==> config.mk <==
export PLATFORM = sky130hd
export DESIGN_NAME = bmj_div
export DESIGN_NICKNAME = d
export VERILOG_FILES = /design/src/hw/rtl/bmj_pkg.sv /design/src/hw/rtl/bmj_div.sv
export SDC_FILE = /design/constraint.sdc
export NUM_CORES = 1
export LEC_CHECK = 0
export BUFFER_PORTS_ARGS = -buffer_cell sky130_fd_sc_hd__buf_2
export CAP_MARGIN = 20
export CORE_MARGIN = 10
export CORE_UTILIZATION = 51
export DETAILED_ROUTE_END_ITERATION = 8
export PLACE_DENSITY = 0.73
export RECOVER_POWER = 25
export SLEW_MARGIN = 40
export SYNTH_ARGS = -nofsm -noshare
export SYNTH_HDL_FRONTEND = slang
export SYNTH_SLANG_ARGS = --single-unit
export TNS_END_PERCENT = 10
==> constraint.sdc <==
create_clock -name clock -period 3 [get_ports clock]
set_input_delay 0.15 -clock clock [delete_from_list [all_inputs] [get_ports clock]]
set_output_delay 0.15 -clock clock [all_outputs]
set_load 0.01 [all_outputs]
==> src/hw/rtl/bmj_pkg.sv <==
// ----------------------------------------------------------------------------
// bmj_pkg
// shared constants, types and the control state encoding for the bigram
// multiset jaccard block
// ----------------------------------------------------------------------------
package bmj_pkg;

   // alphabet and bigram table
   localparam int unsigned ALPHA   = 26;
   localparam int unsigned BINS    = ALPHA * ALPHA;
   localparam int unsigned BIN_W   = $clog2(BINS);
   localparam int unsigned LETTER_W = $clog2(ALPHA);

   // per-bin counts, one word holds both strings
   localparam int unsigned COUNT_W = 11;
   localparam int unsigned WORD_W  = 2 * COUNT_W;
   localparam logic [COUNT_W-1:0] COUNT_MAX = {COUNT_W{1'b1}};

   // sums over all bins and the scaled ratio
   localparam int unsigned SUM_W  = COUNT_W + $clog2(BINS);
   localparam int unsigned FRAC_W = 16;
   localparam int unsigned SIM_W  = FRAC_W + 1;
   localparam logic [SIM_W-1:0] SCALE = SIM_W'(1) << FRAC_W;

   // character codes
   localparam int unsigned CHAR_W = 8;
   localparam logic [CHAR_W-1:0] CHAR_UPPER_A = 8'd65;
   localparam logic [CHAR_W-1:0] CHAR_UPPER_Z = 8'd90;
   localparam logic [CHAR_W-1:0] CHAR_LOWER_A = 8'd97;
   localparam logic [CHAR_W-1:0] CHAR_LOWER_Z = 8'd122;

   // stream payload widths, padded to whole bytes
   localparam int unsigned REQ_DATA_W = CHAR_W;
   localparam int unsigned RSP_DATA_W = ((SIM_W + 7) / 8) * 8;

   typedef enum logic [2:0] {
      ST_CLEAR,
      ST_IDLE,
      ST_RMW,
      ST_WALK,
      ST_DIV_LOAD,
      ST_DIV_WAIT,
      ST_OUT
   } state_type;

   typedef struct packed {
      logic             start;
      logic [SUM_W-1:0] dividend;
      logic [SUM_W-1:0] divisor;
   } div_req_type;

endpackage

==> src/hw/rtl/bmj_div.sv <==
// ----------------------------------------------------------------------------
// bmj_div
// restoring divider, one quotient bit per cycle, gives
// floor(dividend * 2^16 / divisor) for dividend <= divisor
// ----------------------------------------------------------------------------
module bmj_div (
   input  logic                          clock,
   input  logic                          reset,
   input  bmj_pkg::div_req_type          div_req,
   output logic                          busy,
   output logic [bmj_pkg::SIM_W-1:0]     quotient
);

   localparam int unsigned STEP_W = $clog2(bmj_pkg::SIM_W);

   logic                          busy_ff;
   logic [bmj_pkg::SUM_W:0]       rem_ff;
   logic [bmj_pkg::SUM_W-1:0]     divisor_ff;
   logic [bmj_pkg::SIM_W-1:0]     quo_ff;
   logic [STEP_W-1:0]             step_ff;

   logic                          take;
   logic [bmj_pkg::SUM_W:0]       rem_next;

   always_comb begin
      take     = rem_ff >= {1'b0, divisor_ff};
      rem_next = take ? (rem_ff - {1'b0, divisor_ff}) : rem_ff;
   end

   always_ff @(posedge clock) begin
      if (reset) begin
         busy_ff <= 1'b0;
      end else if (div_req.start) begin
         busy_ff <= (div_req.divisor != '0);
      end else if (busy_ff && (step_ff == '0)) begin
         busy_ff <= 1'b0;
      end
   end

   always_ff @(posedge clock) begin
      if (div_req.start) begin
         rem_ff     <= {1'b0, div_req.dividend};
         divisor_ff <= div_req.divisor;
         step_ff    <= STEP_W'(bmj_pkg::SIM_W - 1);
         // empty union reads as full similarity
         quo_ff     <= (div_req.divisor == '0) ? bmj_pkg::SCALE : '0;
      end else if (busy_ff) begin
         quo_ff  <= {quo_ff[bmj_pkg::SIM_W-2:0], take};
         rem_ff  <= {rem_next[bmj_pkg::SUM_W-1:0], 1'b0};
         step_ff <= step_ff - STEP_W'(1);
      end
   end

   assign busy     = busy_ff;
   assign quotient = quo_ff;

endmodule

=== Word level (Yosys, flattened, before mapping) ===
Index checks and enable logic that the tools add are counted.

* Output and inout port bits: 18
* Bits in registers: 66
* ROM bits: 0
* Logic and storage cells: 23
* Memories kept: 0
* Latch bits: 0
* Memory bits (writable): 0

* Mux-type cells: 8
* Reductions and logical operators: 6
* Eq/ne operators: 0
* Add/subtract/negate cells: 2
* Divide/modulo/power cells: 0
* Shift-type cells: 0
* Order comparisons: 1
* Bitwise operators: 0
* $mul: 0

{| class="wikitable"
|+ Operators by type and width
! operator !! number
|-
| 21-bit two-way mux || 3
|-
| 17-bit two-way mux || 3
|-
| 22-bit by 21-bit >= comparator with 1-bit output || 1
|-
| 21-bit logical NOT || 1
|-
| 21-bit nonzero test || 1
|-
| 21-bit subtractor || 1
|-
| 5-bit logical NOT || 1
|-
| 5-bit by 1-bit subtractor with 5-bit output, second input constant || 1
|-
| 2-bit nonzero test || 2
|-
| 1-bit two-way mux || 2
|-
| 1-bit logical AND || 1
|}

=== Logic depth before layout (Yosys ltp) ===
Gate-level depths: netlist (run 1).

* Word-level depth: 4
* Gate-level depth with buffers: 12
* Gate-level depth less buffers: 11

=== Worst setup path before layout (run 1) ===
OpenSTA, ideal clock, no wires.

* Kind: register to register
* From: reg rem_ff[0] (netlist name)
* To: reg rem_ff[1] (netlist name), data pin
* Arrival: 2.538 ns
* Required time: 2.740 ns
* Slack: 0.202 ns
* Stages on the path, launching flop included: 13
* Library setup time: 0.260 ns
* Period minus slack after synthesis: 2.798 ns
* Buffers on the path: 1
* Cells stage by stage: edfxtp_1 inv_1 ha_1 inv_1 fa_1 a21o_1 a221oi_4 o211ai_2 a21o_1 a31oi_4 buf_6 mux2i_1 mux2_2

* Longest elaborated chain between the ends: 4
* Elaborated cells between the ends (all ways): 5
* Those cells by class: add/sub: 1; order compare: 1; mux: 3

{| class="wikitable"
|+ Ends and longest elaborated chain
! element !! RTL line !! RTL
|-
| start: declaration || bmj_div.sv:17 || <nowiki>logic [bmj_pkg::SUM_W:0] rem_ff;</nowiki>
|-
| start signal: assignment || bmj_div.sv:42 || <nowiki>rem_ff <= {1'b0, div_req.dividend};</nowiki>
|-
| start signal: assignment || bmj_div.sv:49 || <nowiki>rem_ff <= {rem_next[bmj_pkg::SUM_W-1:0], 1'b0};</nowiki>
|-
| 21-bit subtractor or 22-bit by 21-bit >= comparator with 1-bit output (tied branches) || bmj_div.sv:27, bmj_div.sv:26 ||
|-
| 21-bit two-way mux * || bmj_div.sv:27 || <nowiki>rem_next = take ? (rem_ff - {1'b0, divisor_ff}) : rem_ff;</nowiki>
|-
| 21-bit two-way mux * || bmj_div.sv:47 || <nowiki>end else if (busy_ff) begin</nowiki>
|-
| 21-bit two-way mux * || bmj_div.sv:41 || <nowiki>if (div_req.start) begin</nowiki>
|}

Every way passes the cells marked *; elsewhere a longest branch is shown, timed or not. The select of a mux whose other input is x is not followed.
A chain may end at the register's enable or synchronous reset.

=== Worst setup path in the final report (run 1) ===
* From: reg rem_ff[0] (netlist name)
* To: reg rem_ff[20] (netlist name), data pin

The elaborated chain is that of the path after synthesis.

==> results of run 1 <==
cell usage in the layout, fill, tap and decap left out, drive strengths merged, types with 5 or more instances in the layout:
cell	synthesis	layout
edfxtp	59	59
buf	6	53
a21oi	37	37
nor2b	30	30
clkbuf	12	27
inv	25	26
ha	22	22
o21ai	22	22
dlygate4sd3	0	21
nand2	20	20
nor2	18	18
xnor2	13	13
a21o	9	9
nor3	7	7
xor2	7	7
dfxtp	7	7
o31ai	6	6
a31oi	6	6
a221o	5	5
and3	5	5
logic make-up (layout without fill, tap and decap cells):
kind of cell / after synthesis / in the layout / synth area share [%]
simple gates: 106 / 106 / 14.86
mux: 5 / 5 / 1.377
flops: 66 / 66 / 48.93
buf+inv: 43 / 133 / 4.419
fa+ha+maj: 23 / 23 / 7.557
compound gates: 108 / 108 / 18.38
xor+xnor: 20 / 20 / 4.483
worst max-delay path: stages (launching register included):
cell and delay [ns]:
edfxtp_1 0.36, inv_1 0.08, ha_1 0.17, inv_1 0.06, fa_2 0.35, a21o_1 0.22
a221oi_4 0.29, o211ai_2 0.13, a21o_1 0.23, a31oi_4 0.19, nor2_1 0.14, a221o_1 0.34
stage by stage:
step | util, % | std cells | instance area, um^2 | total power, mW | worst slack [ns]
detailed placement | 58.76 | 523 | 4330 | 2.520 | 0.07286
floorplan | - | 371 | 3908 | 2.187 | 0.2019
global route | 64.30 | 560 | 4738 | 3.545 | 0.04487
global placement | 58.76 | 523 | 4330 | 2.503 | 0.1675
CTS | 64.23 | 560 | 4733 | 3.307 | 0.02993
finish | 64.30 | 560 | 4738 | 3.340 | 0.1855
power by group through the flow:
stage          Sequential, mW  Clock [mW]  Combinational (mW)
6_report                 1.25       0.762                1.33
5_1_grt                  1.26       0.802                1.48
4_1_cts                  1.24       0.770                1.29
3_5_place_dp             1.26           0                1.26
3_3_place_gp             1.26           0                1.24
2_1_floorplan            1.25           0               0.938
sequential cells by signal, indices dropped and copies added (netlist names):
name	flops
quotient	17
step_ff	5
rem_ff	22
busy	1
divisor_ff	21
timing repair:
item | in CTS | in global routing
endpoints found under the hold margin | 21 | 0
endpoints found under the setup margin | 0 | 20
hold buffers | 21 | 0
gates resized for setup | 0 | 8
routing by layer:
metal	up-vias	part of all wire, %	GRT usage [%]
li1	1545	-	-
met1	1533	45	22.45
met2	109	47	27.71
met3	15	6.5	4.491
met4	0	2.0	6.870
met5	-	0	0
layout make-up:
cell class                 count  area share [%]
clock buffer                   9           2.614
timing repair buffer          92           12.20
inverter                      25           1.980
multi-input combinational    262           38.79
tap                           99           2.614
sequential                    66           40.35
clock inverter                 7           1.452
final timing paths:
check	slack, ns	from	endpoint
hold reg to reg	0.50	step_ff[1]	step_ff[1]
setup / recovery	0.19	rem_ff[0]	rem_ff[20]
setup reg to reg	0.19	rem_ff[0]	rem_ff[20]
hold / removal	0.04	div_req[5]	divisor_ff[5]
==> results.cfg, run 1 <==
[route]
antenna_left = 0
via_per_inst = 5.718
drt_drc_violations_left = 0
drt-pass1-iter-count = 7
post_drt_wl_per_cell_um = 17.55
drt_first_iter_violations = 185
via_count = 3202
routed_wl_mm = 9.827

[floorplanning]
pin_count = 63
initial_core_util_pct = 53.02
die_x_um = 107.5
dieArea_um2 = 11560
fp.dieH_um = 107.5
fp-row-count = 31
placeableCoreArea_um2 = 7370

[cts]
cts.path.max_buffers = 2
post_cts_buffers = 0
clock_latency_ns = 0.35
cts_tree = done
htreeDepth = 3
cts_root_buf = clkbuf_8
numCtsBuffers = 9
cts.sinks = 66
clk_transition_reported_paths_ns = 0.08

[synthesis]
yosysTopAreaCell = edfxtp_1
synthesis.nets = 439
synth_area_leaders = edfxtp_1, ha_1, nor2b_1
synth-edff-count = 59
yosysMostFrequentCell = edfxtp_1
synthCells = 371
avgSynthCellArea_um2 = 10.53
ys_async_sr_fraction_pct = 0
synthesis.area_um2 = 3907
seq_area_frac_synth_pct = 48.93
yosysUniqueCellTypes = 53
ys.flop_type = edfxtp_1
ys_warn_count = 0
synth_top_area_share_pct = 45.34
synth_common_cells = edfxtp_1, a21oi_1, nor2b_1
synth-seq-cells = 66

[sta]
min_period_ns = 2.815
period_share_pct = 93.82
worst_slew_pin_slew_ns = 0.5737
max_freq_mhz = 355.3
maxSlewHeadroom_pct = 61.76
holdWs_ns = 0.03788
hold_viol = 0
setup_viol = 0
fin_skew_ns = 0.01550
rsz0062_at_grt = false
setup_tns_ns = 0
drv_slew = 0

[global_route]
grt-ovfl-total = 0
track_usage_pct = 17.54
grt_pass1_vias = 3304
antenna_found_initial = 0
grt_max_degree = 44
grt_pass1_wl_mm = 16.27

[layout]
antenna_cells = 0
fin_nets = 524
drive_gt1_share_pct = 18.22
multi_input_area_um2 = 1838
seq_area_um2 = 1912
syn2layout_area_growth_pct = 21.26
fillCellCount = 615

[power]
netSwitchingPower_mw = 1.208
p_comb_share_pct = 39.9
vdd_drop_max_mv = 0.3744
p_seq_share_pct = 37.3
powerDensity_nw_per_um2 = 704.9
switching_share_pct = 36.16
p_int_mw = 2.132
clkPwrFrac_pct = 22.8
leakagePower_nw = 1.955

[worst_setup_path]
crit_arrival_ns = 2.92
crit_type = flip-flop to flip-flop
ff2ff_path_depth = 11
endpoint_kind = flip-flop
crit_path_start_kind = flip-flop
cp.required_ns = 3.10
crit_path_max_fanout = 4

[placement]
io_buffers = 62
gp_congestion = 0.9176
dpl.hpwl_mm = 7.023

[min_path]
hold_path_class = input pin to flip-flop
min_delay_path_depth = 1

[outcome]
status = finished clean

[flow_run]
cap_violations = 0
(Power assumes the default switching activity.)
==> run 2: changes to the inputs <==
ABC_AREA = 1   (was not set)
CORE_UTILIZATION = 52   (was 51)
==> results.cfg, run 2 <==
[cts]
numCtsBuffers = 9
cts.repair.resized = 0
clock_latency_ns = 0.34
cts_root_buf = clkbuf_8
cts_tree = done
htreeDepth = 3
clk_transition_reported_paths_ns = 0.07
cts.path.max_buffers = 2
cts.sinks = 66

[power]
p_int_mw = 2.056
p_comb_share_pct = 42.7
powerDensity_nw_per_um2 = 676.5
power.total_mw = 3.396
switching_share_pct = 39.47
vdd_drop_max_mv = 0.5065
netSwitchingPower_mw = 1.340
leakagePower_nw = 2.570
p_seq_share_pct = 36.6
clkPwrFrac_pct = 20.8

[sta]
maxSlewHeadroom_pct = 29.47
setup_viol = 0
hold_viol = 0
period_share_pct = 83.15
max_freq_mhz = 400.9
min_period_ns = 2.494
fin_skew_ns = 0.01084
rsz0062_at_grt = false
worst_slew_pin_slew_ns = 1.058
setup_tns_ns = 0
drv_slew = 0

[synthesis]
ys.flop_type = edfxtp_1
ys_async_sr_fraction_pct = 0
synth_top_area_share_pct = 40.55
synth-seq-cells = 66
yosysMostFrequentCell = nand2_1
yosysUniqueCellTypes = 30
yosysTopAreaCell = edfxtp_1
synth_area_leaders = edfxtp_1, nand2_1, inv_1
ys_warn_count = 0
synthesis.area_um2 = 4369
synthCells = 581
synth-edff-count = 59
synth_common_cells = nand2_1, inv_1, edfxtp_1
avgSynthCellArea_um2 = 7.520
seq_area_frac_synth_pct = 43.76
synthesis.nets = 649

[layout]
seq_area_um2 = 1912
fillCellCount = 738
final_common_cell = nand2_1
final_cell_mix = nand2_1, inv_1, edfxtp_1, buf_2, nor2_1
regMostFlops = rem_ff
largest_reg_flops = 22
antenna_cells = 0
syn2layout_area_growth_pct = 14.89
multi_input_area_um2 = 1983
final_design_area_no_fill_um2 = 5020
fin_nets = 722
drive_gt1_share_pct = 13.20
fin_cells = 764

[floorplanning]
pin_count = 63
dieArea_um2 = 12470
fp.dieH_um = 111.7
die_x_um = 111.7
placeableCoreArea_um2 = 8217
initial_core_util_pct = 53.17
fp-row-count = 33

[route]
routed_wl_mm = 11.04
post_drt_wl_per_cell_um = 14.46
via_per_inst = 5.088
drt_drc_violations_left = 0
via_count = 3887
antenna_left = 0
drt-pass1-iter-count = 5
drt_first_iter_violations = 221

[placement]
dp_cells = 741
gp_congestion = 0.9776
place_area_um2 = 4780
io_buffers = 62
dpl.hpwl_mm = 8.702

[global_route]
grt_pass1_vias = 3993
grt_max_degree = 53
grt-ovfl-total = 0
grt_pass1_wl_mm = 18.98
antenna_found_initial = 0
track_usage_pct = 18.16

[worst_setup_path]
cp_common_cell = nand2_1
slowest_delay_ns = 0.40
crit_family = simple AND/OR/NAND/NOR gates
crit_path_max_fanout = 22
rrSetupSlack_ns = 0.51
worstPathBufferInverterCount = 2
slowest_stage = fa_1
path_cells = inv_1 > ha_1 > inv_1 > fa_1 > nand2_1 > nand2_1 > nand3_1 > nand2_1 > nand2_1 > nand2_1 > nand2_2 > nand2_4 > nand2_2 > nand2_1 > nand2_1 > nand2_1
crit_type = flip-flop to flip-flop
crit_arrival_ns = 2.59
cp.required_ns = 3.10
crit_path_start_kind = flip-flop
endpoint_kind = flip-flop

[min_path]
hold_path_class = input pin to flip-flop

[outcome]
status = finished clean

[flow_run]
cap_violations = 0
## run 2: cell types whose count changed after synthesis, moves of 19 or more
cell / before / now
a21oi_1: 37 / 15
inv_1: 25 / 105
nand2_1: 20 / 209
nand3_1: 3 / 31
nand3b_1: 1 / 20
nor2_1: 18 / 45
nor2b_1: 30 / 0
## run 2: final cells by class
class / instances / area share [%]
clock buffer: 12 / 3.315
clock inverter: 4 / 0.4736
inverter: 110 / 8.225
multi-input combinational: 394 / 39.51
sequential: 66 / 38.09
tap: 105 / 2.617
timing repair buffer: 73 / 7.777
## run 2: final timing paths
kind | endpoint | cells after the start | start
max | rem_ff[14] | 16 | rem_ff[0]
min | divisor_ff[16] | 1 | div_req[16]
max reg2reg | rem_ff[14] | 16 | rem_ff[0]
min reg2reg | step_ff[4] | 2 | step_ff[4]
## run 2: power groups by stage
stage	combinational (mW)	clock (mW)	sequential (mW)
CTS	1.45	0.712	1.24
finish	1.45	0.705	1.24
floorplan	1.08	0	1.25
global route	1.66	0.753	1.26
global placement	1.41	0	1.25
detailed placement	1.43	0	1.26
## run 2: cell families after synthesis
logic type | synth area share (%)
xor gates and xnor gates | 1.604
adders and majority gates | 6.758
DFF | 43.76
and+or+nand+nor | 33.62
AOI/OAI and AO/OA | 3.407
buffers and inverters | 10.85
## run 2: timing repair
item,in CTS,in global routing
hold endpoints to repair,7,0
hold buffers,7,0
buffers inserted,0,0
## run 2: per-stage QoR
stage | utilization, % | hold slack, ns | worst slack [ns]
6_report | 61.09 | 0.006649 | 0.5055
5_1_grt | 61.09 | 0.0002958 | 0.2005
4_1_cts | 61.34 | 0.001757 | 0.5161
3_5_place_dp | 58.17 | 0.3154 | 0.5393
3_3_place_gp | 58.17 | 0.3089 | 0.6306
2_1_floorplan | - | 0.2191 | 0.7849
## run 2: routing by layer
metal | vias to the layer above | track usage, % | part of all wire, %
met1 | 1799 | 22.92 | 45
met5 | - | 0 | 0
li1 | 1970 | - | -
met4 | 0 | 5.656 | 1.5
met3 | 16 | 4.777 | 6.6
met2 | 102 | 29.56 | 47
